### src/rtl/pal_pkg.sv
// Shared types and constants for the positional array list.
// Depends on nothing; every other file in rtl/ uses it by scoped names.
`timescale 1ns / 1ps
`default_nettype none

package pal_pkg;

    // Fixed field widths of the command and result beats.
    localparam int ACTION_W = 3;
    localparam int POS_W    = 7;
    localparam int WORD_W   = 32;
    localparam int STATUS_W = 2;
    localparam int LEN_W    = 7;

    // Defaults for the top-level parameters.
    localparam int CAPACITY_DEF    = 64;
    localparam int ENTRY_WIDTH_DEF = 32;

    typedef enum logic [ACTION_W-1:0] {
        ACT_INS_FRONT = 3'd0,
        ACT_INS_BACK  = 3'd1,
        ACT_INS_AT    = 3'd2,
        ACT_REM_FRONT = 3'd3,
        ACT_REM_BACK  = 3'd4,
        ACT_REM_AT    = 3'd5,
        ACT_READ_AT   = 3'd6
    } t_action;

    typedef enum logic [STATUS_W-1:0] {
        ST_OK     = 2'd0,
        ST_FULL   = 2'd1,
        ST_EMPTY  = 2'd2,
        ST_BADPOS = 2'd3
    } t_status;

    typedef struct packed {
        t_action             action;
        logic [POS_W-1:0]    position;
        logic [WORD_W-1:0]   entry_value;
    } t_cmd;

    typedef struct packed {
        t_status             status;
        logic [WORD_W-1:0]   result_entry;
        logic [LEN_W-1:0]    list_length;
    } t_result;

    // Broadcast to every cell of the chain.
    typedef struct packed {
        logic shift_up;     // insert: cells at or above the slot move up
        logic shift_down;   // remove: cells at or above the slot pull from above
    } t_cell_ctl;

endpackage

`default_nettype wire

### src/rtl/pal_cell.sv
// One slot of the list chain: holds one entry and trades it with its neighbors.
// Depends on pal_pkg for the control struct.
`timescale 1ns / 1ps
`default_nettype none

module pal_cell #(
    parameter int INDEX = 0,
    parameter int IW    = 6,
    parameter int EW    = 32
) (
    input  wire                   i_clk,
    input  wire  pal_pkg::t_cell_ctl i_ctl,
    input  wire  [IW-1:0]         i_at,
    input  wire  [EW-1:0]         i_word,
    input  wire  [EW-1:0]         i_lower,
    input  wire  [EW-1:0]         i_upper,
    output logic [EW-1:0]         o_data,
    output logic [EW-1:0]         o_tap
);

    localparam logic [IW-1:0] MY_IDX = IW'(INDEX);

    logic [EW-1:0] r_data;
    logic [EW-1:0] n_data;
    logic          w_hit;
    logic          w_above;

    assign w_hit   = (i_at == MY_IDX);
    assign w_above = (MY_IDX > i_at);

    always_comb begin
        n_data = r_data;
        if (i_ctl.shift_up) begin
            if (w_hit) begin
                n_data = i_word;
            end else if (w_above) begin
                n_data = i_lower;
            end
        end else if (i_ctl.shift_down) begin
            if (w_hit || w_above) begin
                n_data = i_upper;
            end
        end
    end

    always_ff @(posedge i_clk) begin
        r_data <= n_data;
    end

    assign o_data = r_data;
    // Drive the entry onto the pick bus only when this slot is addressed.
    assign o_tap  = w_hit ? r_data : '0;

endmodule

`default_nettype wire
### config.mk
export PLATFORM = sky130hd
export DESIGN_NAME = pal_cell
export DESIGN_NICKNAME = d
export VERILOG_FILES = /design/src/rtl/pal_pkg.sv /design/src/rtl/pal_cell.sv
export SDC_FILE = /design/constraint.sdc
export NUM_CORES = 1
export LEC_CHECK = 0
export ABC_AREA = 1
export BUFFER_PORTS_ARGS = -buffer_cell sky130_fd_sc_hd__buf_4
export CAP_MARGIN = 0
export CORE_MARGIN = 1
export CORE_UTILIZATION = 44
export CTS_CLUSTER_DIAMETER = 200
export DETAILED_ROUTE_END_ITERATION = 6
export PLACE_DENSITY_LB_ADDON = 0.2
export SYNTH_ARGS = -nofsm -noshare
export SYNTH_HDL_FRONTEND = slang
export SYNTH_SLANG_ARGS = --single-unit
### constraint.sdc
create_clock -name i_clk -period 5.4 [get_ports i_clk]
set_input_delay 0.54 -clock i_clk [delete_from_list [all_inputs] [get_ports i_clk]]
set_output_delay 0.54 -clock i_clk [all_outputs]
set_load 0.005 [all_outputs]
==> results_tabular.tex, run 1 <==
\begin{tabular}{lr}
\hline
Metric & Value \\
\hline
\multicolumn{2}{l}{\textbf{Clock network}} \\
\quad Clock buffers created by TritonCTS & 5 \\
\quad Sink count of the clock tree & 32 \\
\quad Post-CTS sizing & 0 \\
\quad Clock tree root buffer cell & sky130\_fd\_sc\_hd\_\_clkbuf\_8 \\
\quad CTS Hold Bufs & 0 \\
\quad Clock tree from TritonCTS & yes \\
\quad CTS H-Tree Depth & 2 \\
\quad Max clock buf depth & 2 \\
\quad Clk pin slew, worst setup/hold paths & 70 ps \\
\quad Post-CTS setup buffers & 0 \\
\multicolumn{2}{l}{\textbf{Timing}} \\
\quad Max-slew violations & 0 \\
\quad Headroom to the max-slew limit & 39.4\% \\
\quad Part of the cycle the worst path needs & a little under three fifths \\
\quad Worst-Margin Slew & 907 ps \\
\quad Clock period minus worst slack & 3030 ps \\
\quad Final Hold Violating Endpoints & 0 \\
\quad Final count of negative-setup-slack endpoints & 0 \\
\quad Setup repair after global routing missed its margin & false \\
\quad Setup tns final & 0 ps \\
\quad Peak Freq & roughly 0.33 GHz \\
\multicolumn{2}{l}{\textbf{Global route}} \\
\quad Maximum number of pins on one net before global-route repair & 37 \\
\quad First-pass GRT wire length & between 10000 and 15000 um \\
\quad Vias in the first global route & about 2.4k \\
\quad GRT Overall Usage & approximately 25\% \\
\quad Initial antenna violation count & 0 \\
\quad Grt ovf & 0 \\
\multicolumn{2}{l}{\textbf{Cells and area}} \\
\quad Signed area change from the synthesized netlist to the final layout & 58.8\% \\
\quad Count of inserted antenna diode cells & 0 \\
\quad Flip-flop count of the largest register after layout & 32 \\
\quad Final nets & around 610 \\
\quad Share of post-route cells with drive strength above 1 & 36.1\% \\
\multicolumn{2}{l}{\textbf{Critical path}} \\
\quad Type of destination of the critical path & output port \\
\quad Type of the setup path with the least slack & in2out \\
\quad Critical Path Start Type & input pin \\
\quad Arrival time of data at the critical path endpoint & 2490 ps \\
\quad Endpoint required time on the critical path & around 4900 ps \\
\quad Crit Path Max Fanout & 36 \\
\multicolumn{2}{l}{\textbf{Place}} \\
\quad Count of input and output buffers & between 150 and 200 \\
\quad RD Place Congestion & around 0.88 \\
\quad Dpl hpwl & 5310 um \\
\multicolumn{2}{l}{\textbf{Routing}} \\
\quad Avg WL per Cell & $\sim$12 um \\
\quad Post-Route WL & between 7000 and 8000 um \\
\quad Count of unresolved DRC violations after routing & 0 \\
\quad First-pass iteration count of the detailed router & 4 \\
\quad Via density per instance & between 4 and 5 \\
\quad Final ANT Viol Nets & 0 \\
\quad Detailed router's first-iteration violation count & 120 \\
\quad Routed vias & between 2k and 3k \\
\multicolumn{2}{l}{\textbf{Synth}} \\
\quad Number of instances in the synthesized netlist & 350 \\
\quad Sequential area share after synthesis & between 40\% and 50\% \\
\quad Number of nets produced by synthesis & between 400 and 500 \\
\quad Count of flip-flops with a built-in enable after synthesis & 32 \\
\quad Top post-synthesis cells by area & sky130\_fd\_sc\_hd\_\_edfxtp\_1 (42\%), sky130\_fd\_sc\_hd\_\_inv\_1 (16\%), sky130\_fd\_sc\_hd\_\_nand2\_1 (16\%) \\
\quad Number of distinct library cells after synthesis & 12 \\
\quad Synth top area share & approximately two fifths \\
\quad Async set-or-reset flop fraction in the synthesized netlist & 0\% \\
\quad Cell type with the largest total area after synthesis & sky130\_fd\_sc\_hd\_\_edfxtp\_1 \\
\quad Mean instance size in the synthesized netlist & 6.59 um2 \\
\quad List of most frequent post-synthesis cells & sky130\_fd\_sc\_hd\_\_inv\_1 (96), sky130\_fd\_sc\_hd\_\_nand2\_1 (96), sky130\_fd\_sc\_hd\_\_nor2\_1 (34), sky130\_fd\_sc\_hd\_\_nand3\_1 (33) \\
\quad Most common flop cell mapped by yosys & sky130\_fd\_sc\_hd\_\_edfxtp\_1 \\
\quad Netlist Area Pre-Place & between 2000 and 2500 um2 \\
\quad Synth Register Bits & 32 \\
\quad Yosys warnings & 0 \\
\multicolumn{2}{l}{\textbf{Die}} \\
\quad Die X & around 74 um \\
\quad \# IOs & 169 \\
\quad DIE AREA & between 5000 and 6000 um2 \\
\quad Die Span Y & between 70 and 80 um \\
\quad Effective utilization at floorplan & 47.3\% \\
\quad Core Footprint & between 4000 and 5000 um2 \\
\quad Number of standard-cell rows in the floorplan & 25 \\
\multicolumn{2}{l}{\textbf{Power}} \\
\quad Overall power & roughly 570 uW \\
\quad Total power density per cell area & roughly 160 nW/um2 \\
\quad Maximum resistive drop on vdd & between 100 and 150 uV \\
\quad Static leakage & between 2 and 2.5 nW \\
\multicolumn{2}{l}{\textbf{Job}} \\
\quad Max-cap violation count & 0 \\
\multicolumn{2}{l}{\textbf{Run status}} \\
\quad Status & completed \\
\multicolumn{2}{l}{\textbf{Worst hold path}} \\
\quad Worst hold-check path type & in2reg \\
\hline
\end{tabular}
==> cells in the final DEF, fill, tap and decap left out <==
cell type                  Yosys  routed
sky130_fd_sc_hd__buf_4         0     172
sky130_fd_sc_hd__nor2_2        3       3
sky130_fd_sc_hd__nand4_1      32      32
sky130_fd_sc_hd__edfxtp_1     32      32
sky130_fd_sc_hd__clkbuf_1     13       2
sky130_fd_sc_hd__clkinv_1      0       1
sky130_fd_sc_hd__inv_2         1       1
sky130_fd_sc_hd__nand3_2       0       1
sky130_fd_sc_hd__nor2_4        0       1
sky130_fd_sc_hd__nand3_1      33      32
sky130_fd_sc_hd__nor2_1       34      33
sky130_fd_sc_hd__clkbuf_8      0       5
sky130_fd_sc_hd__inv_1        96      96
sky130_fd_sc_hd__nand2_1      96      96
==> final timing paths <==
path | from | end | slack (ps) | depth (start not counted)
hold / removal | i_upper[19] | o_data[19] | 530 | 3
setup / recovery | i_at[5] | o_tap[18] | 2370 | 7
==> through the flow <==
| stage | area (um2) | utilization (%) | instances | hold slack, ps | setup WS, ps |
|---|---|---|---|---|---|
| floorplan | 2310 | - | 350 | 726 | 2590 |
| global placement | 3580 | 73.5 | 566 | 810 | 2380 |
| detailed placement | 3580 | 73.5 | 566 | 814 | 2320 |
| CTS | 3660 | 75.1 | 574 | 526 | 2390 |
| global route | 3660 | 75.1 | 574 | 526 | 2180 |
| finish | 3660 | 75.1 | 574 | 532 | 2370 |
==> area by class of cell <==
class,count,area (um2)
clock buffer,7,76.3
clock inverter,1,3.75
fill,403,1210
inverter,97,364
multi-input combinational,198,885
sequential,32,961
tap,67,83.8
timing repair buffer,172,1290
==> report_power, final <==
group          internal, mW  switching (mW)
Sequential            0.278         0.00131
Clock                0.0895          0.0793
Combinational        0.0708          0.0558
Total                 0.438           0.136
==> layer usage <==
layer / share of wire, % / global-route usage (%) / routed length [um]
met3: 6.8 / 5.42 / 482
met4: 2.4 / 9.43 / 167
met5: 0 / 0 / 0
met2: 53 / 46.2 / 3720
met1: 38 / 27.5 / 2670
==> worst max-delay path: stages <==
cell and delay, ps:
sky130_fd_sc_hd__buf_4 110, sky130_fd_sc_hd__nor2_2 110, sky130_fd_sc_hd__buf_4 330, sky130_fd_sc_hd__nand3_2 620
sky130_fd_sc_hd__buf_4 490, sky130_fd_sc_hd__nor2_1 140, sky130_fd_sc_hd__buf_4 120
==> cells by family after synthesis <==
| group | share of synthesized area, % |
|---|---|
| flip-flops | 41.6 |
| buffers and inverters | 20.6 |
| AND/OR/NAND/NOR | 37.8 |
(Power assumes the default switching activity.)
==> run 2, diff against run 1 <==
Settings changed: ABC_AREA 1 to 0, CORE_UTILIZATION 44 to 39.
Clock period 5.4 ns to 2.95 ns, I/O delays scaled along.
==> results_tabular.tex, run 2 <==
\begin{tabular}{lr}
\hline
Metric & Value \\
\hline
\multicolumn{2}{l}{\textbf{Run status}} \\
\quad Status & completed \\
\multicolumn{2}{l}{\textbf{Clock network}} \\
\quad Clock buffers created by TritonCTS & 5 \\
\quad Post-CTS sizing & 0 \\
\quad Post-CTS setup buffers & 0 \\
\quad CTS Hold Bufs & 0 \\
\quad Clock tree from TritonCTS & yes \\
\quad Max clock buf depth & 2 \\
\quad Sink count of the clock tree & 32 \\
\quad CTS H-Tree Depth & 2 \\
\quad Clk pin slew, worst setup/hold paths & approximately 70 ps \\
\quad Clock tree root buffer cell & sky130\_fd\_sc\_hd\_\_clkbuf\_8 \\
\multicolumn{2}{l}{\textbf{Cells and area}} \\
\quad Finished Core Util & roughly two thirds \\
\quad Commonest non-fill, non-tap cells in the layout & sky130\_fd\_sc\_hd\_\_buf\_4 (170), sky130\_fd\_sc\_hd\_\_nor2\_1 (33) \\
\quad Most common cell after layout, fill and taps aside & sky130\_fd\_sc\_hd\_\_buf\_4 \\
\quad Share of post-route cells with drive strength above 1 & 48.7\% \\
\quad Count of inserted antenna diode cells & 0 \\
\quad Layout filler cell count & 455 \\
\quad Flip-flop count of the largest register after layout & 32 \\
\quad Total non-filler cell area in the finished layout & between 3000 and 4000 um2 \\
\quad Final nets & about 480 \\
\quad Signed area change from the synthesized netlist to the final layout & 64.6\% \\
\multicolumn{2}{l}{\textbf{Routing}} \\
\quad Detailed router's first-iteration violation count & 63 \\
\quad Routed vias & roughly 2.3k \\
\quad Avg WL per Cell & roughly 15 um \\
\quad Count of unresolved DRC violations after routing & 0 \\
\quad Final ANT Viol Nets & 0 \\
\quad Via density per instance & approximately 5.2 \\
\quad First-pass iteration count of the detailed router & 4 \\
\quad Post-Route WL & roughly 6500 um \\
\multicolumn{2}{l}{\textbf{Synth}} \\
\quad Number of instances in the synthesized netlist & 223 \\
\quad Mean instance size in the synthesized netlist & a little over 9 um2 \\
\quad Count of flip-flops with a built-in enable after synthesis & 32 \\
\quad Most common cell in the synthesized netlist & sky130\_fd\_sc\_hd\_\_nor2\_1 \\
\quad Synth Register Bits & 32 \\
\quad List of most frequent post-synthesis cells & sky130\_fd\_sc\_hd\_\_nor2\_1 (34), sky130\_fd\_sc\_hd\_\_a31oi\_1 (32), sky130\_fd\_sc\_hd\_\_and3\_1 (32), sky130\_fd\_sc\_hd\_\_edfxtp\_1 (32), sky130\_fd\_sc\_hd\_\_nand3\_1 (32) \\
\quad Most common flop cell mapped by yosys & sky130\_fd\_sc\_hd\_\_edfxtp\_1 \\
\quad Cell type with the largest total area after synthesis & sky130\_fd\_sc\_hd\_\_edfxtp\_1 \\
\quad Synth top area share & 46.7\% \\
\quad Number of nets produced by synthesis & 328 \\
\quad Top post-synthesis cells by area & sky130\_fd\_sc\_hd\_\_edfxtp\_1 (47\%), sky130\_fd\_sc\_hd\_\_a31oi\_1 (9.7\%), sky130\_fd\_sc\_hd\_\_and3\_1 (9.7\%) \\
\quad Async set-or-reset flop fraction in the synthesized netlist & 0\% \\
\quad Yosys warnings & 0 \\
\quad Sequential area share after synthesis & a little under half \\
\quad Netlist Area Pre-Place & approximately 2000 um2 \\
\quad Number of distinct library cells after synthesis & 21 \\
\multicolumn{2}{l}{\textbf{Power}} \\
\quad Static leakage & roughly 1.6 nW \\
\quad Total power density per cell area & about 340 nW/um2 \\
\quad Maximum resistive drop on vdd & approximately 180 uV \\
\quad Overall power & about 1.1 mW \\
\multicolumn{2}{l}{\textbf{Critical path}} \\
\quad Type of destination of the critical path & flop \\
\quad Highest-delay cell along the critical path & sky130\_fd\_sc\_hd\_\_or4\_4 \\
\quad Type of the setup path with the least slack & in2reg \\
\quad Crit Path Max Fanout & 33 \\
\quad Delay contributed by the slowest stage of the critical path & approximately 720 ps \\
\quad Endpoint required time on the critical path & between 2000 and 3000 ps \\
\quad Critical Path Start Type & input pin \\
\quad Arrival time of data at the critical path endpoint & 1900 ps \\
\quad List of cells traversed by the critical path & buf\_4 > or4\_4 > nor3\_4 > buf\_12 \\
\multicolumn{2}{l}{\textbf{Place}} \\
\quad Dpl hpwl & approximately 4600 um \\
\quad RD Place Congestion & 0.756 \\
\quad Count of input and output buffers & 168 \\
\quad Placed instance area & approximately 3300 um2 \\
\multicolumn{2}{l}{\textbf{Timing}} \\
\quad Setup repair after global routing missed its margin & false \\
\quad Setup tns final & 0 ps \\
\quad Worst-Margin Slew & 656 ps \\
\quad Part of the cycle the worst path needs & between 60\% and 70\% \\
\quad Peak Freq & 0.523 GHz \\
\quad Clock period minus worst slack & roughly 1900 ps \\
\quad Final count of negative-setup-slack endpoints & 0 \\
\quad Final Hold Violating Endpoints & 0 \\
\quad Headroom to the max-slew limit & a little under three fifths \\
\quad Max-slew violations & 0 \\
\multicolumn{2}{l}{\textbf{Die}} \\
\quad Core Footprint & slightly above 5000 um2 \\
\quad \# IOs & 169 \\
\quad Die Span Y & between 70 and 80 um \\
\quad Die X & approximately 75 um \\
\quad Effective utilization at floorplan & 40.2\% \\
\quad Number of standard-cell rows in the floorplan & 26 \\
\quad DIE AREA & around 5600 um2 \\
\multicolumn{2}{l}{\textbf{Global route}} \\
\quad GRT Overall Usage & 21.9\% \\
\quad Grt ovf & 0 \\
\quad Maximum number of pins on one net before global-route repair & 65 \\
\quad Layer carrying the most global-route usage & met2 \\
\quad Vias in the first global route & slightly above 2k \\
\quad Met1 routing resource usage after global routing & 25.3\% \\
\quad Initial antenna violation count & 0 \\
\quad Global-route met3 utilization & 4.74\% \\
\quad GR Layer Usage met2 & between 40\% and 50\% \\
\quad First-pass GRT wire length & 9200 um \\
\multicolumn{2}{l}{\textbf{Job}} \\
\quad Max-cap violation count & 0 \\
\multicolumn{2}{l}{\textbf{Worst hold path}} \\
\quad Worst hold-check path type & in2reg \\
\hline
\end{tabular}
-- run 2: changes by cell type after synthesis, moves of 13 or more --
| cell | before | now |
|---|---|---|
| sky130_fd_sc_hd__o21ai_1 | 0 | 13 |
| sky130_fd_sc_hd__a31oi_1 | 0 | 32 |
| sky130_fd_sc_hd__nand2_1 | 96 | 0 |
| sky130_fd_sc_hd__o21ai_0 | 0 | 19 |
| sky130_fd_sc_hd__nand4_1 | 32 | 0 |
| sky130_fd_sc_hd__and3_1 | 0 | 32 |
| sky130_fd_sc_hd__inv_1 | 96 | 0 |
-- run 2: layout make-up --
type	instances	area [um2]	share of cell area, %
timing repair buffer	172	1320	38.9
tap	70	87.6	2.59
multi-input combinational	166	911	26.9
sequential	32	961	28.4
clock inverter	2	35.0	1.04
clock buffer	6	72.6	2.14
-- run 2: routing by layer --
| layer | routed length [um] | share of wire (%) | up-vias |
|---|---|---|---|
| li1 | - | - | 1152 |
| met1 | 2490 | 38 | 1078 |
| met2 | 3560 | 54 | 102 |
| met3 | 421 | 6.4 | 6 |
| met4 | 65 | 0.99 | 0 |
| met5 | 0 | 0 | - |
-- run 2: power by group --
| part | switching, mW | total [mW] | internal [mW] |
|---|---|---|---|
| sequential | 0.00216 | 0.511 | 0.509 |
| clock | 0.161 | 0.411 | 0.250 |
| combinational | 0.0890 | 0.213 | 0.124 |
-- run 2: worst max-delay path: cells and delay by family --
| family | cells | cell delay [ps] |
|---|---|---|
| buffers and inverters | 2 | 370 |
| AND/OR/NAND/NOR | 2 | 1220 |
-- run 2: per-stage QoR --
step | worst slack (ps) | hold WS (ps) | cells
finish | 1040 | 349 | 448
global placement | 762 | 637 | 440
detailed placement | 721 | 641 | 440
CTS | 1020 | 344 | 448
global route | 955 | 349 | 448
floorplan | 210 | 544 | 223
-- run 2: logic make-up (layout without fill, tap and decap cells) --
group           Yosys count  count (layout)  share of synthesized area, %
compound gates           64              64                          17.5
buf+inv                  25             180                          9.86
simple gates            102             102                          25.9
flops                    32              32                          46.7
-- run 2: path summary, 6_finish.rpt --
check / cells after the start / end / start / slack (ps)
min: 3 / o_data[31] / i_upper[31] / 350
max: 4 / o_data[28] / i_at[3] / 1040
==> run 3, diff against run 2 <==
Clock period 2.95 ns to 1.9 ns, I/O delays scaled along.
==> results_tabular.tex, run 3 (synthesized netlist as in run 2, its figures left out) <==
\begin{tabular}{lr}
\hline
Metric & Value \\
\hline
\multicolumn{2}{l}{\textbf{Timing}} \\
\quad Final Hold Violating Endpoints & 0 \\
\quad Max-slew violations & 0 \\
\quad Final count of negative-setup-slack endpoints & 0 \\
\quad Setup repair after global routing missed its margin & false \\
\quad Clock period minus worst slack & around 1500 ps \\
\quad Worst path setup slack after routing & 441 ps \\
\quad Worst-Margin Slew & 436 ps \\
\quad Headroom to the max-slew limit & a little under three quarters \\
\quad Part of the cycle the worst path needs & between 70\% and 80\% \\
\quad Peak Freq & approximately 0.69 GHz \\
\multicolumn{2}{l}{\textbf{Die}} \\
\quad Number of standard-cell rows in the floorplan & 26 \\
\quad \# IOs & 169 \\
\quad Die Span Y & $\sim$75 um \\
\quad Core Footprint & between 5000 and 6000 um2 \\
\quad DIE AREA & 5570 um2 \\
\quad Effective utilization at floorplan & 40.2\% \\
\quad Die X & $\sim$75 um \\
\multicolumn{2}{l}{\textbf{Critical path}} \\
\quad Type of destination of the critical path & output port \\
\quad Crit Path Max Fanout & 33 \\
\quad Critical Path Start Type & input pin \\
\quad Type of the setup path with the least slack & in2out \\
\quad Arrival time of data at the critical path endpoint & 1270 ps \\
\quad Endpoint required time on the critical path & between 1500 and 2000 ps \\
\multicolumn{2}{l}{\textbf{Global route}} \\
\quad GRT Overall Usage & about 24\% \\
\quad First-pass GRT wire length & just over 10000 um \\
\quad Vias in the first global route & approximately 2.2k \\
\quad Grt ovf & 0 \\
\quad Maximum number of pins on one net before global-route repair & between 40 and 50 \\
\quad Initial antenna violation count & 0 \\
\multicolumn{2}{l}{\textbf{Power}} \\
\quad Sequential power share & between 40\% and 50\% \\
\quad Switching share of power & 22.0\% \\
\quad Internal power consumption & 1.37 mW \\
\quad Maximum resistive drop on vdd & around 320 uV \\
\quad Total power density per cell area & 518 nW/um2 \\
\quad Switching Power & slightly below 400 uW \\
\quad Static leakage & roughly 1.6 nW \\
\quad Power share of the clock group & 35.9\% \\
\quad Share of total power in combinational logic & a little under a fifth \\
\multicolumn{2}{l}{\textbf{Clock network}} \\
\quad CTS Hold Bufs & 0 \\
\quad Clock buffers created by TritonCTS & 5 \\
\quad Clk pin slew, worst setup/hold paths & 70 ps \\
\quad CTS H-Tree Depth & 2 \\
\quad Max clock buf depth & 2 \\
\quad Clock tree from TritonCTS & yes \\
\quad Sink count of the clock tree & 32 \\
\quad Post-CTS sizing & 0 \\
\quad Post-CTS setup buffers & 0 \\
\quad Clock tree root buffer cell & sky130\_fd\_sc\_hd\_\_clkbuf\_8 \\
\multicolumn{2}{l}{\textbf{Routing}} \\
\quad Final ANT Viol Nets & 0 \\
\quad Avg WL per Cell & roughly 15 um \\
\quad Detailed router's first-iteration violation count & around 110 \\
\quad Count of unresolved DRC violations after routing & 0 \\
\quad Post-Route WL & around 6900 um \\
\quad First-pass iteration count of the detailed router & 4 \\
\quad Routed vias & 2342 \\
\quad Via density per instance & approximately 5.2 \\
\multicolumn{2}{l}{\textbf{Worst hold path}} \\
\quad Start point of the worst min-delay path & i\_upper[26] \\
\quad Hold-critical path depth & 3 \\
\quad Worst hold-check path type & in2reg \\
\quad Hold endpoint & o\_data[26] \\
\multicolumn{2}{l}{\textbf{Place}} \\
\quad RD Place Congestion & 0.789 \\
\quad Dpl hpwl & a little over 5000 um \\
\quad Post-Place Worst Slack & between 150 and 200 ps \\
\quad Count of input and output buffers & about 170 \\
\multicolumn{2}{l}{\textbf{Cells and area}} \\
\quad Finished Core Util & about 67\% \\
\quad Most common cell after layout, fill and taps aside & sky130\_fd\_sc\_hd\_\_buf\_4 \\
\quad Final nets & 488 \\
\quad Count of inserted antenna diode cells & 0 \\
\quad Signed area change from the synthesized netlist to the final layout & 65.6\% \\
\quad Flip-flop count of the largest register after layout & 32 \\
\quad Commonest non-fill, non-tap cells in the layout & sky130\_fd\_sc\_hd\_\_buf\_4 (178), sky130\_fd\_sc\_hd\_\_nor2\_1 (33) \\
\quad Share of post-route cells with drive strength above 1 & around half \\
\quad Layout filler cell count & 445 \\
\multicolumn{2}{l}{\textbf{Run status}} \\
\quad Status & completed \\
\multicolumn{2}{l}{\textbf{Job}} \\
\quad Max-cap violation count & 0 \\
\hline
\end{tabular}
[run 3: critical path, cell delays in order]
cell and delay [ps]:
sky130_fd_sc_hd__buf_4 120, sky130_fd_sc_hd__nor4_4 280, sky130_fd_sc_hd__buf_4 340, sky130_fd_sc_hd__and3_1 210
sky130_fd_sc_hd__buf_4 110
[run 3: power by group through the flow]
stage	registers (mW)	logic (mW)	clock network [mW]
3_3_place_gp	0.809	0.328	0
2_1_floorplan	0.809	0.136	0
4_1_cts	0.794	0.335	0.647
3_5_place_dp	0.809	0.335	0
6_report	0.794	0.335	0.633
5_1_grt	0.794	0.368	0.677
[run 3: worst max-delay path by stage]
stage | from | endpoint | slack [ps] | depth (start not counted)
2_1_floorplan | i_at[3] | o_data[0] | -250 | 3
3_3_place_gp | i_at[3] | o_data[17] | 240 | 5
3_5_place_dp | i_at[3] | o_data[0] | 190 | 5
4_1_cts | i_at[3] | o_tap[6] | 450 | 5
5_1_grt | i_at[3] | o_tap[6] | 340 | 5
6_report | i_at[3] | o_tap[6] | 440 | 5
[run 3: per-layer routing]
| metal | track usage [%] | part of all wire [%] |
|---|---|---|
| met5 | 0 | 0 |
| met4 | 9.01 | 1.7 |
| met3 | 3.52 | 6.8 |
| met2 | 43.0 | 52 |
| met1 | 30.1 | 40 |
[run 3: layout make-up]
| class | instances | area [um2] | share of cell area [%] |
|---|---|---|---|
| timing repair buffer | 178 | 1340 | 39.3 |
| sequential | 32 | 961 | 28.2 |
| multi-input combinational | 166 | 911 | 26.8 |
| tap | 70 | 87.6 | 2.57 |
| clock buffer | 6 | 72.6 | 2.13 |
| clock inverter | 2 | 35.0 | 1.03 |
[run 3: metrics by stage]
| stage | power (mW) | instance area (um2) | TNS, ps | hold WS, ps | std cells |
|---|---|---|---|---|---|
| 2_1_floorplan | 0.945 | 2070 | -7900 | 439 | 223 |
| 3_3_place_gp | 1.14 | 3300 | 0 | 527 | 446 |
| 3_5_place_dp | 1.14 | 3300 | 0 | 536 | 446 |
| 4_1_cts | 1.78 | 3400 | 0 | 242 | 454 |
| 5_1_grt | 1.84 | 3400 | 0 | 245 | 454 |
| 6_report | 1.76 | 3400 | 0 | 253 | 454 |
